**src/hw/rtl/nzda_pkg.sv**
```systemverilog
`timescale 1ns / 1ps
// ============================================================================
// nzda_pkg
// Types, character codes and number decoding shared by the ZDA parser files.
// ============================================================================
package nzda_pkg;

    typedef logic [7:0] t_byte;
    typedef logic [6:0] t_val;
    typedef logic [2:0] t_tok;
    typedef logic [3:0][7:0] t_num_chars;

    typedef struct packed {
        t_val hours;
        t_val minutes;
        t_val seconds;
        t_val day;
        t_val month;
        t_val year;
        logic time_valid;
        logic date_valid;
    } t_zda_result;

    localparam int unsigned PREFIX_LEN = 7;

    localparam t_byte CH_NUL   = 8'h00;
    localparam t_byte CH_TAB   = 8'h09;
    localparam t_byte CH_LF    = 8'h0A;
    localparam t_byte CH_CR    = 8'h0D;
    localparam t_byte CH_SPACE = 8'h20;
    localparam t_byte CH_DOLLAR = 8'h24;
    localparam t_byte CH_PLUS  = 8'h2B;
    localparam t_byte CH_COMMA = 8'h2C;
    localparam t_byte CH_MINUS = 8'h2D;
    localparam t_byte CH_ZERO  = 8'h30;
    localparam t_byte CH_NINE  = 8'h39;

    // token order after the sentence prefix
    localparam t_tok TOK_TIME  = 3'd0;
    localparam t_tok TOK_DAY   = 3'd1;
    localparam t_tok TOK_MONTH = 3'd2;
    localparam t_tok TOK_YEAR  = 3'd3;
    localparam t_tok TOK_DONE  = 3'd4;

    localparam logic [2:0] TOK_CHARS_MAX = 3'd6;
    localparam logic [2:0] TIME_LEN      = 3'd6;
    localparam logic [2:0] FIELD_LEN     = 3'd2;
    localparam logic [2:0] YEAR_LEN      = 3'd4;

    function automatic t_byte f_prefix_char(input logic [2:0] pos);
        t_byte ch;
        case (pos)
            3'd0: ch = CH_DOLLAR;
            3'd1: ch = 8'h47;  // G
            3'd2: ch = 8'h4E;  // N
            3'd3: ch = 8'h5A;  // Z
            3'd4: ch = 8'h44;  // D
            3'd5: ch = 8'h41;  // A
            default: ch = CH_COMMA;
        endcase
        return ch;
    endfunction

    function automatic logic f_is_ws(input t_byte ch);
        return (ch == CH_SPACE) || ((ch >= CH_TAB) && (ch <= CH_CR));
    endfunction

    function automatic logic f_is_digit(input t_byte ch);
        return (ch >= CH_ZERO) && (ch <= CH_NINE);
    endfunction

    // atoi over the first len characters; returns the value modulo 100,
    // i.e. the last two digits read. Negative numbers give zero.
    function automatic t_val f_atoi_mod100(input t_num_chars ch, input logic [2:0] len);
        logic       skip;
        logic       done;
        logic       neg;
        logic [3:0] last;
        t_val       val;
        skip = 1'b1;
        done = 1'b0;
        neg  = 1'b0;
        last = 4'd0;
        val  = '0;
        for (int i = 0; i < 4; i++) begin
            if ((3'(i) < len) && !done) begin
                if (skip && f_is_ws(ch[i])) begin
                    skip = 1'b1;
                end else if (skip && ((ch[i] == CH_PLUS) || (ch[i] == CH_MINUS))) begin
                    skip = 1'b0;
                    neg  = (ch[i] == CH_MINUS);
                end else if (f_is_digit(ch[i])) begin
                    skip = 1'b0;
                    val  = 7'(last) * 7'd10 + 7'(ch[i][3:0]);
                    last = ch[i][3:0];
                end else begin
                    done = 1'b1;
                end
            end
        end
        return neg ? '0 : val;
    endfunction

endpackage

```
**src/hw/rtl/nzda_byte_if.sv**
```systemverilog
`timescale 1ns / 1ps
// ============================================================================
// nzda_byte_if
// Valid/ready channel carrying one received character per transfer.
// ============================================================================
interface nzda_byte_if;
    import nzda_pkg::*;

    logic  valid;
    logic  ready;
    t_byte rx_byte;

    modport source (output valid, output rx_byte, input ready);
    modport sink   (input valid, input rx_byte, output ready);
endinterface

```
**src/hw/rtl/nzda_result_if.sv**
```systemverilog
`timescale 1ns / 1ps
// ============================================================================
// nzda_result_if
// Valid/ready channel carrying one decoded time/date result per transfer.
// ============================================================================
interface nzda_result_if;
    import nzda_pkg::*;

    logic valid;
    logic ready;
    t_val hours;
    t_val minutes;
    t_val seconds;
    t_val day;
    t_val month;
    t_val year;
    logic time_valid;
    logic date_valid;

    modport source (
        output valid, output hours, output minutes, output seconds,
        output day, output month, output year, output time_valid,
        output date_valid, input ready
    );
    modport sink (
        input valid, input hours, input minutes, input seconds,
        input day, input month, input year, input time_valid,
        input date_valid, output ready
    );
endinterface

```
**src/hw/rtl/nzda_in_stage.sv**
```systemverilog
`timescale 1ns / 1ps
// ============================================================================
// nzda_in_stage
// Input register: holds one received byte until the parser consumes it.
// ============================================================================
module nzda_in_stage (
    input  logic           i_clk,
    input  logic           i_rst_n,
    input  logic           i_valid,
    input  nzda_pkg::t_byte i_byte,
    output logic           o_ready,
    input  logic           i_advance,
    output logic           o_valid,
    output nzda_pkg::t_byte o_byte
);
    import nzda_pkg::*;

    logic  r_valid;
    logic  n_valid;
    t_byte r_byte;
    logic  w_take;

    assign o_ready = !r_valid || i_advance;
    assign w_take  = i_valid && o_ready;
    assign n_valid = w_take || (r_valid && !i_advance);

    always_ff @(posedge i_clk) begin
        if (!i_rst_n) begin
            r_valid <= 1'b0;
        end else begin
            r_valid <= n_valid;
        end
    end

    always_ff @(posedge i_clk) begin
        if (w_take) begin
            r_byte <= i_byte;
        end
    end

    assign o_valid = r_valid;
    assign o_byte  = r_byte;
endmodule

```
**src/hw/rtl/nzda_parse_core.sv**
```systemverilog
`timescale 1ns / 1ps
// ============================================================================
// nzda_parse_core
// Line framing, prefix match, tokenizing, decode; one byte per enabled cycle.
// ============================================================================
module nzda_parse_core #(
    parameter int unsigned LINE_CAPACITY = 128
) (
    input  logic                  i_clk,
    input  logic                  i_rst_n,
    input  logic                  i_en,
    input  nzda_pkg::t_byte       i_byte,
    output logic                  o_res_vld,
    output nzda_pkg::t_zda_result o_result
);
    import nzda_pkg::*;

    localparam int unsigned LC_W = $clog2(LINE_CAPACITY + 1);

    logic [LC_W-1:0] r_line_count, n_line_count;
    logic            r_prefix_match, n_prefix_match;
    t_tok            r_token_index, n_token_index;
    logic [2:0]      r_token_chars, n_token_chars;
    logic            r_text_ended, n_text_ended;
    logic [5:0][7:0] r_tok_buf, n_tok_buf;

    t_val r_p_hour, n_p_hour;
    t_val r_p_min,  n_p_min;
    t_val r_p_sec,  n_p_sec;
    t_val r_p_day,  n_p_day;
    t_val r_p_mon,  n_p_mon;
    t_val r_p_year, n_p_year;
    logic r_ok_time, n_ok_time;
    logic r_ok_day,  n_ok_day;
    logic r_ok_mon,  n_ok_mon;
    logic r_ok_year, n_ok_year;

    t_val r_hour, n_hour;
    t_val r_min,  n_min;
    t_val r_sec,  n_sec;
    t_val r_day,  n_day;
    t_val r_mon,  n_mon;
    t_val r_year, n_year;

    t_val w_a_hour, w_a_min, w_a_sec, w_a_day, w_a_year;
    logic w_fin_time, w_fin_day, w_fin_mon, w_fin_year;
    logic w_eol;
    logic w_do_fin;
    logic w_date_ok;

    // candidate values of the token now being collected
    assign w_a_hour = f_atoi_mod100({CH_NUL, CH_NUL, r_tok_buf[1], r_tok_buf[0]}, FIELD_LEN);
    assign w_a_min  = f_atoi_mod100({CH_NUL, CH_NUL, r_tok_buf[3], r_tok_buf[2]}, FIELD_LEN);
    assign w_a_sec  = f_atoi_mod100({CH_NUL, CH_NUL, r_tok_buf[5], r_tok_buf[4]}, FIELD_LEN);
    assign w_a_day  = f_atoi_mod100({CH_NUL, CH_NUL, r_tok_buf[1], r_tok_buf[0]}, FIELD_LEN);
    assign w_a_year = f_atoi_mod100(
        {r_tok_buf[3], r_tok_buf[2], r_tok_buf[1], r_tok_buf[0]}, YEAR_LEN);

    assign w_fin_time = (r_token_index == TOK_TIME)  && (r_token_chars >= TIME_LEN);
    assign w_fin_day  = (r_token_index == TOK_DAY)   && (r_token_chars >= FIELD_LEN);
    assign w_fin_mon  = (r_token_index == TOK_MONTH) && (r_token_chars >= FIELD_LEN);
    assign w_fin_year = (r_token_index == TOK_YEAR)  && (r_token_chars >= YEAR_LEN);

    assign w_eol = (i_byte == CH_CR) || (i_byte == CH_LF);

    always_comb begin
        n_line_count   = r_line_count;
        n_prefix_match = r_prefix_match;
        n_token_index  = r_token_index;
        n_token_chars  = r_token_chars;
        n_text_ended   = r_text_ended;
        n_tok_buf      = r_tok_buf;
        n_p_hour  = r_p_hour;
        n_p_min   = r_p_min;
        n_p_sec   = r_p_sec;
        n_p_day   = r_p_day;
        n_p_mon   = r_p_mon;
        n_p_year  = r_p_year;
        n_ok_time = r_ok_time;
        n_ok_day  = r_ok_day;
        n_ok_mon  = r_ok_mon;
        n_ok_year = r_ok_year;
        n_hour = r_hour;
        n_min  = r_min;
        n_sec  = r_sec;
        n_day  = r_day;
        n_mon  = r_mon;
        n_year = r_year;
        w_do_fin  = 1'b0;
        w_date_ok = 1'b0;
        o_res_vld = 1'b0;

        if (i_en) begin
            if (w_eol) begin
                if (r_line_count != '0) begin
                    if (r_prefix_match && (r_line_count >= LC_W'(PREFIX_LEN))) begin
                        w_do_fin = !r_text_ended && (r_token_chars != '0);
                    end
                    n_line_count = '0;
                end
            end else if ((r_line_count != '0) || (i_byte == CH_DOLLAR)) begin
                if ((r_line_count == '0) || (r_line_count >= LC_W'(LINE_CAPACITY))) begin
                    // new line; a byte past capacity starts it even if not '$'
                    n_line_count   = LC_W'(1);
                    n_prefix_match = (i_byte == CH_DOLLAR);
                    n_token_index  = TOK_TIME;
                    n_token_chars  = '0;
                    n_text_ended   = 1'b0;
                    n_ok_time      = 1'b0;
                    n_ok_day       = 1'b0;
                    n_ok_mon       = 1'b0;
                    n_ok_year      = 1'b0;
                end else begin
                    n_line_count = r_line_count + LC_W'(1);
                    if (r_line_count < LC_W'(PREFIX_LEN)) begin
                        if (i_byte != f_prefix_char(r_line_count[2:0])) begin
                            n_prefix_match = 1'b0;
                        end
                    end else if (r_prefix_match && !r_text_ended) begin
                        if ((i_byte == CH_NUL) || (i_byte == CH_COMMA)) begin
                            if (i_byte == CH_NUL) begin
                                n_text_ended = 1'b1;
                            end
                            w_do_fin = (r_token_chars != '0);
                        end else begin
                            if (r_token_chars < TOK_CHARS_MAX) begin
                                n_tok_buf[r_token_chars] = i_byte;
                                n_token_chars = r_token_chars + 3'd1;
                            end
                        end
                    end
                end
            end
        end

        if (w_do_fin) begin
            if (w_fin_time) begin
                n_p_hour  = w_a_hour;
                n_p_min   = w_a_min;
                n_p_sec   = w_a_sec;
                n_ok_time = 1'b1;
            end
            if (w_fin_day) begin
                n_p_day  = w_a_day;
                n_ok_day = 1'b1;
            end
            if (w_fin_mon) begin
                n_p_mon  = w_a_day;
                n_ok_mon = 1'b1;
            end
            if (w_fin_year) begin
                n_p_year  = w_a_year;
                n_ok_year = 1'b1;
            end
            if (r_token_index < TOK_DONE) begin
                n_token_index = r_token_index + 3'd1;
            end
            n_token_chars = '0;
        end

        // end of a matching line: commit held values and report
        if (i_en && w_eol && (r_line_count != '0) && r_prefix_match
                && (r_line_count >= LC_W'(PREFIX_LEN))) begin
            if (n_ok_time) begin
                n_hour = n_p_hour;
                n_min  = n_p_min;
                n_sec  = n_p_sec;
            end
            if (n_ok_day) begin
                n_day = n_p_day;
            end
            if (n_ok_mon) begin
                n_mon = n_p_mon;
            end
            if (n_ok_year) begin
                n_year = n_p_year;
            end
            w_date_ok = n_ok_day && n_ok_mon && n_ok_year;
            o_res_vld = n_ok_time || w_date_ok;
        end

        o_result.hours      = n_hour;
        o_result.minutes    = n_min;
        o_result.seconds    = n_sec;
        o_result.day        = n_day;
        o_result.month      = n_mon;
        o_result.year       = n_year;
        o_result.time_valid = n_ok_time;
        o_result.date_valid = w_date_ok;
    end

    always_ff @(posedge i_clk) begin
        if (!i_rst_n) begin
            r_line_count   <= '0;
            r_prefix_match <= 1'b1;
            r_token_index  <= TOK_TIME;
            r_token_chars  <= '0;
            r_text_ended   <= 1'b0;
            r_ok_time      <= 1'b0;
            r_ok_day       <= 1'b0;
            r_ok_mon       <= 1'b0;
            r_ok_year      <= 1'b0;
            r_hour         <= '0;
            r_min          <= '0;
            r_sec          <= '0;
            r_day          <= '0;
            r_mon          <= '0;
            r_year         <= '0;
        end else begin
            r_line_count   <= n_line_count;
            r_prefix_match <= n_prefix_match;
            r_token_index  <= n_token_index;
            r_token_chars  <= n_token_chars;
            r_text_ended   <= n_text_ended;
            r_ok_time      <= n_ok_time;
            r_ok_day       <= n_ok_day;
            r_ok_mon       <= n_ok_mon;
            r_ok_year      <= n_ok_year;
            r_hour         <= n_hour;
            r_min          <= n_min;
            r_sec          <= n_sec;
            r_day          <= n_day;
            r_mon          <= n_mon;
            r_year         <= n_year;
        end
    end

    always_ff @(posedge i_clk) begin
        r_tok_buf <= n_tok_buf;
        r_p_hour  <= n_p_hour;
        r_p_min   <= n_p_min;
        r_p_sec   <= n_p_sec;
        r_p_day   <= n_p_day;
        r_p_mon   <= n_p_mon;
        r_p_year  <= n_p_year;
    end

`ifndef NO_ASSERTIONS
    a_line_cap: assert property (@(posedge i_clk) disable iff (!i_rst_n)
        r_line_count <= LC_W'(LINE_CAPACITY))
        else $error("line count above capacity");

    a_tok_sat: assert property (@(posedge i_clk) disable iff (!i_rst_n)
        (r_token_index <= TOK_DONE) && (r_token_chars <= TOK_CHARS_MAX))
        else $error("token counters past saturation");

    a_res_on_eol: assert property (@(posedge i_clk) disable iff (!i_rst_n)
        o_res_vld |-> (i_en && r_prefix_match && (r_line_count >= LC_W'(PREFIX_LEN))
                       && ((i_byte == CH_CR) || (i_byte == CH_LF))))
        else $error("result outside end of a matching line");

    a_res_flags: assert property (@(posedge i_clk) disable iff (!i_rst_n)
        o_res_vld |-> (o_result.time_valid || o_result.date_valid))
        else $error("result with neither time nor date");

    a_line_closes: assert property (@(posedge i_clk) disable iff (!i_rst_n)
        (i_en && (r_line_count != '0) && ((i_byte == CH_CR) || (i_byte == CH_LF)))
        |=> (r_line_count == '0))
        else $error("line not closed by CR/LF");
`endif
endmodule

```
**src/hw/rtl/nzda_out_stage.sv**
```systemverilog
`timescale 1ns / 1ps
// ============================================================================
// nzda_out_stage
// Result register: holds one result until the receiver takes it.
// ============================================================================
module nzda_out_stage (
    input  logic                  i_clk,
    input  logic                  i_rst_n,
    input  logic                  i_load,
    input  nzda_pkg::t_zda_result i_result,
    output logic                  o_free,
    output logic                  o_valid,
    input  logic                  i_ready,
    output nzda_pkg::t_zda_result o_result
);
    import nzda_pkg::*;

    logic        r_valid;
    logic        n_valid;
    t_zda_result r_result;

    assign o_free  = !r_valid || i_ready;
    assign n_valid = i_load || (r_valid && !i_ready);

    always_ff @(posedge i_clk) begin
        if (!i_rst_n) begin
            r_valid <= 1'b0;
        end else begin
            r_valid <= n_valid;
        end
    end

    always_ff @(posedge i_clk) begin
        if (i_load) begin
            r_result <= i_result;
        end
    end

    assign o_valid  = r_valid;
    assign o_result = r_result;
endmodule

```
**src/hw/rtl/nmea_zda_time_date_parser_unit.sv**
```systemverilog
`timescale 1ns / 1ps
// ============================================================================
// nmea_zda_time_date_parser_unit
// Frames GPS serial bytes into lines and decodes $GNZDA time and date.
// ============================================================================
// Usage:
//   i_rx carries one received character per transfer. Lines open on '$' and
//   close on CR or LF; a $GNZDA line that yields a time (hhmmss) or a full
//   date (dd, mm, yyyy) produces one transfer on o_res, with the held time,
//   date, year modulo 100 and the two validity flags. Other lines, and bytes
//   between lines, produce nothing.
//   A closing CR/LF passes through the input register and one parser update
//   into the result register before its result shows on o_res.
//   Throughput: one byte per cycle while o_res is not stalled; the parser
//   update between the two registers is combinational.
//   Reset (i_rst_n low, synchronous) empties both registers, drops any
//   partial line and clears the held time and date to zero.
//   When o_res is stalled with a result waiting, the parser does not
//   advance until the result register frees; one more byte is held in the
//   input register, after which i_rx.ready goes low.
// ============================================================================
module nmea_zda_time_date_parser_unit #(
    parameter int unsigned LINE_CAPACITY = 128
) (
    input  logic          i_clk,
    input  logic          i_rst_n,
    nzda_byte_if.sink     i_rx,
    nzda_result_if.source o_res
);
    import nzda_pkg::*;

    logic        w_in_valid;
    t_byte       w_in_byte;
    logic        w_out_free;
    logic        w_advance;
    logic        w_res_vld;
    t_zda_result w_core_result;
    t_zda_result w_out_result;

    assign w_advance = w_in_valid && w_out_free;

    nzda_in_stage u_in_stage (
        .i_clk     (i_clk),
        .i_rst_n   (i_rst_n),
        .i_valid   (i_rx.valid),
        .i_byte    (i_rx.rx_byte),
        .o_ready   (i_rx.ready),
        .i_advance (w_advance),
        .o_valid   (w_in_valid),
        .o_byte    (w_in_byte)
    );

    nzda_parse_core #(
        .LINE_CAPACITY (LINE_CAPACITY)
    ) u_parse_core (
        .i_clk     (i_clk),
        .i_rst_n   (i_rst_n),
        .i_en      (w_advance),
        .i_byte    (w_in_byte),
        .o_res_vld (w_res_vld),
        .o_result  (w_core_result)
    );

    nzda_out_stage u_out_stage (
        .i_clk    (i_clk),
        .i_rst_n  (i_rst_n),
        .i_load   (w_res_vld),
        .i_result (w_core_result),
        .o_free   (w_out_free),
        .o_valid  (o_res.valid),
        .i_ready  (o_res.ready),
        .o_result (w_out_result)
    );

    assign o_res.hours      = w_out_result.hours;
    assign o_res.minutes    = w_out_result.minutes;
    assign o_res.seconds    = w_out_result.seconds;
    assign o_res.day        = w_out_result.day;
    assign o_res.month      = w_out_result.month;
    assign o_res.year       = w_out_result.year;
    assign o_res.time_valid = w_out_result.time_valid;
    assign o_res.date_valid = w_out_result.date_valid;
endmodule
```
**src/flat_wrapper.sv**
```systemverilog
// flat-port wrapper written by rule: the top's interface ports become plain ports
module nmea_zda_time_date_parser_unit_flat import nzda_pkg::*;
#(
    parameter int unsigned LINE_CAPACITY = 128
)
  (i_clk, i_rst_n, i_rx_valid, i_rx_rx_byte, i_rx_ready, o_res_valid, o_res_hours, o_res_minutes, o_res_seconds, o_res_day, o_res_month, o_res_year, o_res_time_valid, o_res_date_valid, o_res_ready);
  nzda_byte_if i_rx_i ();
  nzda_result_if o_res_i ();
  input  logic i_clk;
  input  logic i_rst_n;
  input wire logic [$bits(i_rx_i.valid)-1:0] i_rx_valid;
  input wire logic [$bits(i_rx_i.rx_byte)-1:0] i_rx_rx_byte;
  output wire logic [$bits(i_rx_i.ready)-1:0] i_rx_ready;
  output wire logic [$bits(o_res_i.valid)-1:0] o_res_valid;
  output wire logic [$bits(o_res_i.hours)-1:0] o_res_hours;
  output wire logic [$bits(o_res_i.minutes)-1:0] o_res_minutes;
  output wire logic [$bits(o_res_i.seconds)-1:0] o_res_seconds;
  output wire logic [$bits(o_res_i.day)-1:0] o_res_day;
  output wire logic [$bits(o_res_i.month)-1:0] o_res_month;
  output wire logic [$bits(o_res_i.year)-1:0] o_res_year;
  output wire logic [$bits(o_res_i.time_valid)-1:0] o_res_time_valid;
  output wire logic [$bits(o_res_i.date_valid)-1:0] o_res_date_valid;
  input wire logic [$bits(o_res_i.ready)-1:0] o_res_ready;
  assign i_rx_i.valid = i_rx_valid;
  assign i_rx_i.rx_byte = i_rx_rx_byte;
  assign i_rx_ready = i_rx_i.ready;
  assign o_res_valid = o_res_i.valid;
  assign o_res_hours = o_res_i.hours;
  assign o_res_minutes = o_res_i.minutes;
  assign o_res_seconds = o_res_i.seconds;
  assign o_res_day = o_res_i.day;
  assign o_res_month = o_res_i.month;
  assign o_res_year = o_res_i.year;
  assign o_res_time_valid = o_res_i.time_valid;
  assign o_res_date_valid = o_res_i.date_valid;
  assign o_res_i.ready = o_res_ready;
  nmea_zda_time_date_parser_unit #(.LINE_CAPACITY(LINE_CAPACITY)) u_core (.i_clk(i_clk), .i_rst_n(i_rst_n), .i_rx(i_rx_i), .o_res(o_res_i));
endmodule
```
**config.mk**
```make
export PLATFORM = sky130hd
export DESIGN_NAME = nmea_zda_time_date_parser_unit_flat
export DESIGN_NICKNAME = d
export VERILOG_FILES = /design/src/hw/rtl/nzda_pkg.sv /design/src/hw/rtl/nzda_byte_if.sv /design/src/hw/rtl/nzda_result_if.sv /design/src/hw/rtl/nzda_in_stage.sv /design/src/hw/rtl/nzda_parse_core.sv /design/src/hw/rtl/nzda_out_stage.sv /design/src/hw/rtl/nmea_zda_time_date_parser_unit.sv /design/src/flat_wrapper.sv
export SDC_FILE = /design/constraint.sdc
export NUM_CORES = 1
export LEC_CHECK = 0
export ABC_CLOCK_PERIOD_IN_PS = 5050
export BUFFER_PORTS_ARGS = -buffer_cell sky130_fd_sc_hd__buf_2
export CORE_MARGIN = 2
export CORE_UTILIZATION = 60
export DETAILED_ROUTE_END_ITERATION = 12
export PLACE_DENSITY = 0.77
export RECOVER_POWER = 100
export SLEW_MARGIN = 20
export SYNTH_ARGS = -nofsm -noshare
export SYNTH_HDL_FRONTEND = slang
export SYNTH_SLANG_ARGS = --single-unit
```
**constraint.sdc**
```tcl
create_clock -name i_clk -period 5.05 [get_ports i_clk]
set_input_delay 1.01 -clock i_clk [delete_from_list [all_inputs] [get_ports i_clk]]
set_output_delay 1.01 -clock i_clk [all_outputs]
set_load 0.005 [all_outputs]
```
# After elaboration in Yosys (flattened, before gate mapping)
# Cells that the tools add are included.
# word_totals
reg_bits	206
input_bits	12
output_inout_bits	46
# op_classes
add_sub_neg	8
mul	5
n_lt_le_gt_ge	34
eq_ne	34
n_mux	188
bitwise	5
reduce_logical	85
# op_table
operator	n
$mux W7	49
$eq A8 B6 Y1 const B	20
$mux W4	25
$mux W1	90
$mux W8	10
$bwmux W48	1
$ge A8 B4 Y1 const B	6
$ge A8 B6 Y1 const B	6
$le A8 B4 Y1 const B	6
$le A8 B6 Y1 const B	6
$pmux W7 S6	1
$logic_and A1 B1 Y1	40
$add A7 B4 Y7	5
$mux W3	11
$mul A4 B3 Y6 const B	5
$demux W8 S3	1
$logic_or A1 B1 Y1	21
$eq A8 B4 Y1 const B	2
$logic_not A8 Y1	2
$reduce_and A7 Y1	2
$reduce_bool A2 Y1	7
$eq A3 B2 Y1 const B	4
$add A8 B1 Y8 const B	1
$ge A8 B3 Y1 const B	1
other kinds (22)	37

# Longest topological paths before layout
# Gate-level depths: netlist (run 1).
# depth
word_depth	24
depth_mapped	17
ltp_nobuf	16

# Hierarchy
# Synthesis (run 1) repeated with hierarchy kept, for this count alone.
# unflattened
hier_cells	899
hier_area_um2	10108.4
# by_module_without_submodules
mod	instances	cells_each	area_per_inst_um2
nzda_parse_core	1	837	8434.3
nzda_out_stage	1	48	1370.1
nzda_in_stage	1	13	297.8
nmea_zda_time_date_parser_unit	1	1	6.3

# Worst setup path after synthesis (run 1)
# Ideal clock, no wire load.
# synth_path
path_kind	reg-to-reg
start	reg u_core.u_parse_core.r_tok_buf[1] in the netlist's numbering
end	reg u_core.u_out_stage.r_result, in the netlist u_core.u_out_stage.o_result[8], data pin
arrival_time_ps	4027
required_ps	4787
setup_slack_ps	759
path_stages_with_launch	16
path_buffers	1
period_less_slack_ps	4291
cell_sequence	edfxtp_1 or4b_2 a211o_1 o211ai_1 clkbuf_1 a31o_2 mux2_2 ha_1 ha_1 inv_1 fa_1 nor3b_1 xor2_1 xnor2_1 a211oi_1 nor2_1
# synth_lines
item	line_no	source
start: declaration	nzda_parse_core.sv:25	logic [5:0][7:0] r_tok_buf, n_tok_buf;
start signal: assignment	nzda_parse_core.sv:229	r_tok_buf <= n_tok_buf;
end signal: assignment	nzda_out_stage.sv:35	r_result <= i_result;
end: declaration	nzda_out_stage.sv:20	t_zda_result r_result;

# Worst setup path after layout (run 1)
# layout_path
start	reg u_core.u_in_stage.r_byte[7], in the netlist u_core.u_in_stage.o_byte[7]
end	reg u_core.u_out_stage.r_result, in the netlist u_core.u_out_stage.o_result[4] (enable)
# layout_via
elab_chain_len	14
# layout_lines
item	line_no	source
start: declaration	nzda_in_stage.sv:20	t_byte r_byte;
start signal: assignment	nzda_in_stage.sv:37	r_byte <= i_byte;
$eq A8 B6 Y1 or $logic_not A8 Y1 (tied branches)	nzda_parse_core.sv:120	if ((i_byte == CH_NUL) || (i_byte == CH_COMMA)) begin
$logic_or A1 B1 Y1	nzda_parse_core.sv:120	
$mux W1	nzda_parse_core.sv:120	
$mux W1	nzda_parse_core.sv:119	end else if (r_prefix_match && !r_text_ended) begin
$mux W1	nzda_parse_core.sv:115	if (r_line_count < LC_W'(PREFIX_LEN)) begin
$mux W1	nzda_parse_core.sv:102	if ((r_line_count == '0) || (r_line_count >= LC_W'(LINE_CAPACITY))) begin
$mux W1	nzda_parse_core.sv:101	end else if ((r_line_count != '0) || (i_byte == CH_DOLLAR)) begin
$mux W1	nzda_parse_core.sv:94	if (w_eol) begin
$mux W1	nzda_parse_core.sv:93	if (i_en) begin
$mux W1	nzda_parse_core.sv:136	if (w_do_fin) begin
$logic_and A1 B1 Y1 (2 in a row)	nzda_parse_core.sv:178	w_date_ok = n_ok_day && n_ok_mon && n_ok_year;
$logic_or A1 B1 Y1	nzda_parse_core.sv:179	o_res_vld = n_ok_time || w_date_ok;
$mux W1 (*)	nzda_parse_core.sv:162	if (i_en && w_eol && (r_line_count != '0) && r_prefix_match
net u_core.u_out_stage.i_load	nzda_out_stage.sv:9	input logic i_load,
# Mark *: on every way through the listed nets, which the timed path passes. The rest lies on a longest branch.
# A chain may end at the register's enable or synchronous reset.

==> flow_summary_export.csv, run 1 <==
group,metric,value,unit
routing,drtIter0Drc,431,
yosys,synthTopCellsByArea,"edfxtp_1 30%, dfxtp_1 21%, ha_1 5.8%",
routing,drt_first_pass_iters,4,
power,finalPower,0.003416,W
routing,drtAntennaViolNets,0,
clock_tree,clkSinkCount,206,
die,io_pins,58,
die,die_x,132.7,um
yosys,ys_seq_area_share,51.59,%
die,initial_utilization,60.54,%
worst_setup_path,crit_path_start_kind,"register",
yosys,yosysTopAreaCellShare,30.23,%
clock_tree,clk_pin_slew,60,ps
clock_tree,cts_hold_buffers,0,
sta,fin_tns_setup,0,ps
clock_tree,ctsHtreeMaxLevel,1,
routing,remaining_drc_errors,0,
global_routing,overflow,0,
clock_tree,cts_buffer_depth,3,
worst_setup_path,endpoint_kind,"register",
place,dp_hpwl,14210,um
clock_tree,cts-buffers-inserted,22,
routing,totalWireLength,20040,um
yosys,synth_cell_type_count,68,
sta,hold_viol_final,0,
place,gp_congestion,0.8624,
worst_setup_path,crit_type,"register to register",
die,die_h,132.7,um
yosys,synth_top_area_cell,"edfxtp_1",
yosys,postSynthNetCount,934,
status,outcome,"finished, violations left",
routing,viasPerCell,5.710,
worst_setup_path,cp.required,5220,ps
die,core,0.01641,mm^2
status,violations,"max-capacitance violations, max-slew violations",
global_routing,grt_max_degree,58,
die,rows,47,
routing,num_vias,6704,
power,irDropWorstVdd,0.0003321,V
sta,fin_skew,14.89,ps
final_layout,instances_no_fill,1174,
sta,rsz0062_at_grt,"false",
hold_path,holdCritPathClass,"register to register",
worst_setup_path,reg2reg_from,"u_core.u_in_stage.o_byte[7]",
yosys,synth_ff_type,"dfxtp_1",
worst_setup_path,cp-startpoint,"u_core.u_in_stage.o_byte[7]",
final_layout,layout_common_cells,"106 x dfxtp_1, 100 x edfxtp_1, 54 x nor2_1",
place,dpl.cell_count,1135,
final_layout,area_growth,12.04,%
final_layout,nNetsFinal,1007,
global_routing,grt_pass1_wl,33180,um
sta,fmax,0.2202,GHz
yosys,syn_avg_cell_area,11.47,um^2
final_layout,n_antenna_cell,0,
clock_tree,cts_resized,0,
worst_setup_path,r2r_slack,510,ps
routing,wl_per_cell,17.07,um
worst_setup_path,cp_max_fo,43,
yosys,syn_area,0.009933,mm^2
global_routing,grt_pass1_vias,6609,
place,portBuffers,57,
yosys,syn_inst,866,
global_routing,grt.total_usage,23.13,%
power,p_per_area,306.9,mW/mm^2
global_routing,grt_antenna_before_repair,0,
sta,worstMarginPinSlew,2216,ps
flow_run,cap_viol_max_count,1,
yosys,synth-edff-count,100,
yosys,ys_ff_latch,206,
worst_setup_path,arrival,4720,ps
clock_tree,post-cts-setup-buffer-count,0,
clock_tree,clock_latency,500,ps
clock_tree,cts_tree,"built",
die,die_area,0.01760,mm^2
hold_path,hp-start,"u_core.u_parse_core.r_p_sec[2]",
sta,relSlewSlack,-47.76,%
yosys,synthArstFlopShare,0,%
sta,finalCritPeriodShare,89.93,%
sta,setup_viol,0,
yosys,yosysWarnings,0,
sta,slew_viol_final,58,
sta,fin_crit,4541,ps
power,p_leak,4.137,nW
final_layout,layout-drive-gt1-share,12.26,%
clock_tree,cts.root.buffer_cell,"clkbuf_16",
final_layout,layout_commonest_cell,"dfxtp_1",
[final cells by class]
type	instances	area (um^2)
repair buffers	71	354.1
multi-input cells	605	4512
flip-flops and latches	206	5125
fillers	1254	5278
inverters	33	123.9
well taps	220	275.3
clock inverters	9	128.9
clock buffers	30	610.6
[path summary, 6_finish.rpt]
check	endpoint	cells past startpoint
hold reg to reg	u_core.u_parse_core.r_p_sec[2]	2
setup / recovery	u_core.u_out_stage.o_result[4]	9
setup reg to reg	u_core.u_out_stage.o_result[4]	9
hold / removal	u_core.u_parse_core.r_p_sec[2]	2
[synth_stat cells, types with 8 or more instances]
library cell    n
dfxtp_1       106
edfxtp_1      100
and2_1         54
nor2_1         54
ha_1           46
nand2_1        43
mux2_2         37
inv_1          33
o21ai_0        27
a21oi_1        26
nand3_1        26
xnor2_1        21
nor3b_1        20
nor2b_1        18
nor3_1         17
xor2_1         17
clkbuf_1       15
a21o_1         14
mux2i_1        14
mux2_4         12
and3_1         10
fa_1           10
nand2b_1        9
a21boi_0        8
a31o_2          8
[layer usage]
| metal | vias to the layer above | global-route usage, % | routed length [um] |
|---|---|---|---|
| met3 | 27 | 3.257 | 797 |
| met2 | 137 | 40.30 | 9923 |
| met1 | 3214 | 30.57 | 8972 |
| met4 | 0 | 5.974 | 350 |
| li1 | 3326 | - | - |
| met5 | - | 0 | 0 |
[stage by stage]
stage	utilization, %	area (um^2)	hold slack, ps	setup slack, ps
after floorplan	-	9933	417.5	759.3
after global placement	64.07	10510	425.9	801.5
after detailed placement	64.07	10510	434.9	730.5
after CTS	68.57	11250	443.6	714.1
after global routing	67.83	11130	464.3	287.1
final	67.83	11130	444.9	508.8
[worst max-delay path, stage by stage, from the launching register on]
cell	delay [ps]
edfxtp_1	530
or4_1	570
or4_1	560
a21o_1	290
nor4b_1	470
nand3_1	480
a21oi_2	570
and3_1	310
or2_2	170
buf_12	240
[state kept, by name, summed over array words and instances, names as in the netlist, 8 cells and up]
name and count:
u_core.u_in_stage.o_byte 8, u_core.u_out_stage.o_result 44, u_core.u_parse_core.r_line_count 8, u_core.u_parse_core.r_tok_buf 48
[power by group]
part | internal, W | switching (W) | total, W
logic | 0.0000116 | 0.0000196 | 0.0000312
registers | 0.00175 | 0.0000151 | 0.00177
clock network | 0.000999 | 0.000617 | 0.00162
total | 0.00276 | 0.000652 | 0.00342
[kinds of logic after synthesis]
kind of cell / synth area share (%)
AO/OA/AOI/OAI: 10.40
AND/OR/NAND/NOR: 17.13
buffers and inverters: 2.292
flip-flops: 51.59
adder cells (fa/ha/maj): 7.810
XOR/XNOR: 3.351
multiplexers: 7.419
(Power assumes the default switching activity.)
==> inputs of run 2 (changes only) <==
==> constraint.sdc (replaced) <==
create_clock -name i_clk -period 5.05 [get_ports i_clk]
set_input_delay 0 -clock i_clk [delete_from_list [all_inputs] [get_ports i_clk]]
set_output_delay 0 -clock i_clk [all_outputs]
set_load 0.005 [all_outputs]
==> run 2 against run 1 <==
  * Highest routed layer unchanged
  * Largest cell class unchanged
  * The flow now finishes without violations
  * Final area rose by 0.88%
  * Critical path type unchanged
  * Maximum frequency fell by 1.1%
  * Sequential power barely moved
  * Count of clock-buffer cells in the layout did not move
  * Clock power barely moved
==> flow_summary_export.csv, run 2 (synthesized netlist as in run 1, its figures left out) <==
group,metric,value,unit
worst_setup_path,cpMaxStageDelayCell,"a21oi_1",
routing,drt_first_pass_iters,5,
die,die_h,132.7,um
worst_setup_path,cp_slowest_stage_delay,800,ps
power,p_per_area,305.2,mW/mm^2
sta,fin_skew,16.33,ps
routing,num_vias,6778,
routing,drtIter0Drc,405,
clock_tree,cts_buffer_depth,3,
die,io_pins,58,
sta,worstMarginPinSlew,1048,ps
worst_setup_path,endpoint_kind,"register",
worst_setup_path,critPathBufInv,1,
global_routing,grt_pass1_wl,33370,um
sta,rsz0062_at_grt,"false",
clock_tree,cts-buffers-inserted,22,
die,rows,47,
final_layout,layout-drive-gt1-share,12.45,%
final_layout,largest_reg_flops,48,
worst_setup_path,crit_type,"register to register",
die,die_area,0.01760,mm^2
status,outcome,"finished clean",
sta,setup_viol,0,
clock_tree,clock_latency,500,ps
die,core,0.01641,mm^2
worst_setup_path,cpMostUsedCell,"or4_1",
sta,relSlewSlack,29.62,%
final_layout,area_growth,13.02,%
routing,drtAntennaViolNets,0,
die,die_x,132.7,um
worst_setup_path,arrival,4980,ps
global_routing,grt.total_usage,23.27,%
final_layout,layout_commonest_cell,"dfxtp_1",
final_layout,nNetsFinal,1017,
final_layout,finish.instance_area,0.01123,mm^2
global_routing,grt_antenna_before_repair,0,
routing,remaining_drc_errors,0,
sta,fin_crit,4593,ps
sta,hold_viol_final,0,
global_routing,overflow,0,
clock_tree,post-cts-setup-buffer-count,0,
place,portBuffers,57,
worst_setup_path,crit_path_start_kind,"register",
clock_tree,clk_pin_slew,60,ps
power,p_leak,4.180,nW
place,placed_cell_area,0.01051,mm^2
final_layout,n_fill_cell,1245,
die,initial_utilization,60.54,%
power,irDropWorstVdd,0.0003376,V
worst_setup_path,cp.required,5440,ps
global_routing,grt_pass1_vias,6653,
flow_run,cap_viol_max_count,0,
worst_setup_path,path_delay_family,"simple AND/OR/NAND/NOR gates",
global_routing,grt_max_degree,58,
sta,fin_tns_setup,0,ps
hold_path,holdCritPathClass,"input pin to register",
sta,finalCritPeriodShare,90.94,%
sta,slew_viol_final,0,
place,dp_hpwl,14210,um
routing,totalWireLength,20160,um
clock_tree,cts_tree,"built",
worst_setup_path,critical_path.cell_chain,"or4_1, or4_1, a21o_1, nor4b_1, clkbuf_1, nand3_1, a21oi_1, mux2_2, and2_1",
routing,viasPerCell,5.725,
clock_tree,clkSinkCount,206,
worst_setup_path,cp_max_fo,9,
final_layout,largest_register,"u_core.u_parse_core.r_tok_buf",
clock_tree,cts.root.buffer_cell,"clkbuf_16",
place,gp_congestion,0.8624,
clock_tree,ctsHtreeMaxLevel,1,
routing,wl_per_cell,17.02,um
final_layout,layout_common_cells,"106 x dfxtp_1, 100 x edfxtp_1, 54 x nor2_1",
final_layout,n_antenna_cell,0,
sta,fmax,0.2177,GHz
## run 2: area by class of cell
| type | instances | area (um^2) | share of cell area (%) |
|---|---|---|---|
| multi-input cells | 605 | 4508 | 40.15 |
| flip-flops and latches | 206 | 5125 | 45.65 |
| clock buffers | 30 | 610.6 | 5.439 |
| well taps | 220 | 275.3 | 2.452 |
| repair buffers | 81 | 455.4 | 4.057 |
| clock inverters | 9 | 128.9 | 1.148 |
| inverters | 33 | 123.9 | 1.103 |
## run 2: layer usage
layer / share of wire, % / wire (um) / GRT usage [%] / vias to the layer above
li1: - / - / - / 3342
met2: 49 / 9947 / 40.64 / 135
met3: 4.0 / 800 / 3.257 / 28
met5: 0 / 0 / 0 / -
met4: 1.8 / 359 / 5.974 / 0
met1: 45 / 9049 / 30.69 / 3273
## run 2: timing repair
| action | 4_1_cts | 5_1_grt |
|---|---|---|
| endpoints found under the hold margin | 9 | 0 |
| hold buffers | 10 | 0 |
| resized for setup | 0 | 0 |
## run 2: worst paths after layout
check	slack, ps	from	to	depth (start not counted)
worst max register to register	460	u_core.u_in_stage.o_byte[7]	u_core.u_parse_core.r_mon[4]	9
worst min-delay path	110	o_res_ready	u_core.u_out_stage.o_valid	3
worst max-delay path	460	u_core.u_in_stage.o_byte[7]	u_core.u_parse_core.r_mon[4]	9
worst min register to register	440	u_core.u_parse_core.r_p_sec[2]	u_core.u_parse_core.r_p_sec[2]	2
## run 2: worst register-to-register path, cell delays in order (launching register included)
cell	delay, ps
edfxtp_1	530
or4_1	570
or4_1	560
a21o_1	300
nor4b_1	480
clkbuf_1	250
nand3_1	410
a21oi_1	800
mux2_2	440
and2_1	160
## run 2: power breakdown
group / switching (W) / internal (W)
clock network: 0.000621 / 0.00100
logic: 0.0000207 / 0.0000165
registers: 0.0000152 / 0.00175
## run 2: metrics by stage
stage / setup slack (ps) / total power (W) / hold WS [ps] / utilization (%) / instances
global route: 228.0 / 0.003525 / 124.9 / 68.43 / 1184
detailed placement: 730.5 / 0.001837 / 179.2 / 64.07 / 1135
floorplan: 759.3 / 0.001816 / 98.87 / - / 866
CTS: 714.1 / 0.003450 / 94.04 / 69.18 / 1184
finish: 457.4 / 0.003427 / 110.9 / 68.43 / 1184
global placement: 801.5 / 0.001837 / 179.5 / 64.07 / 1135
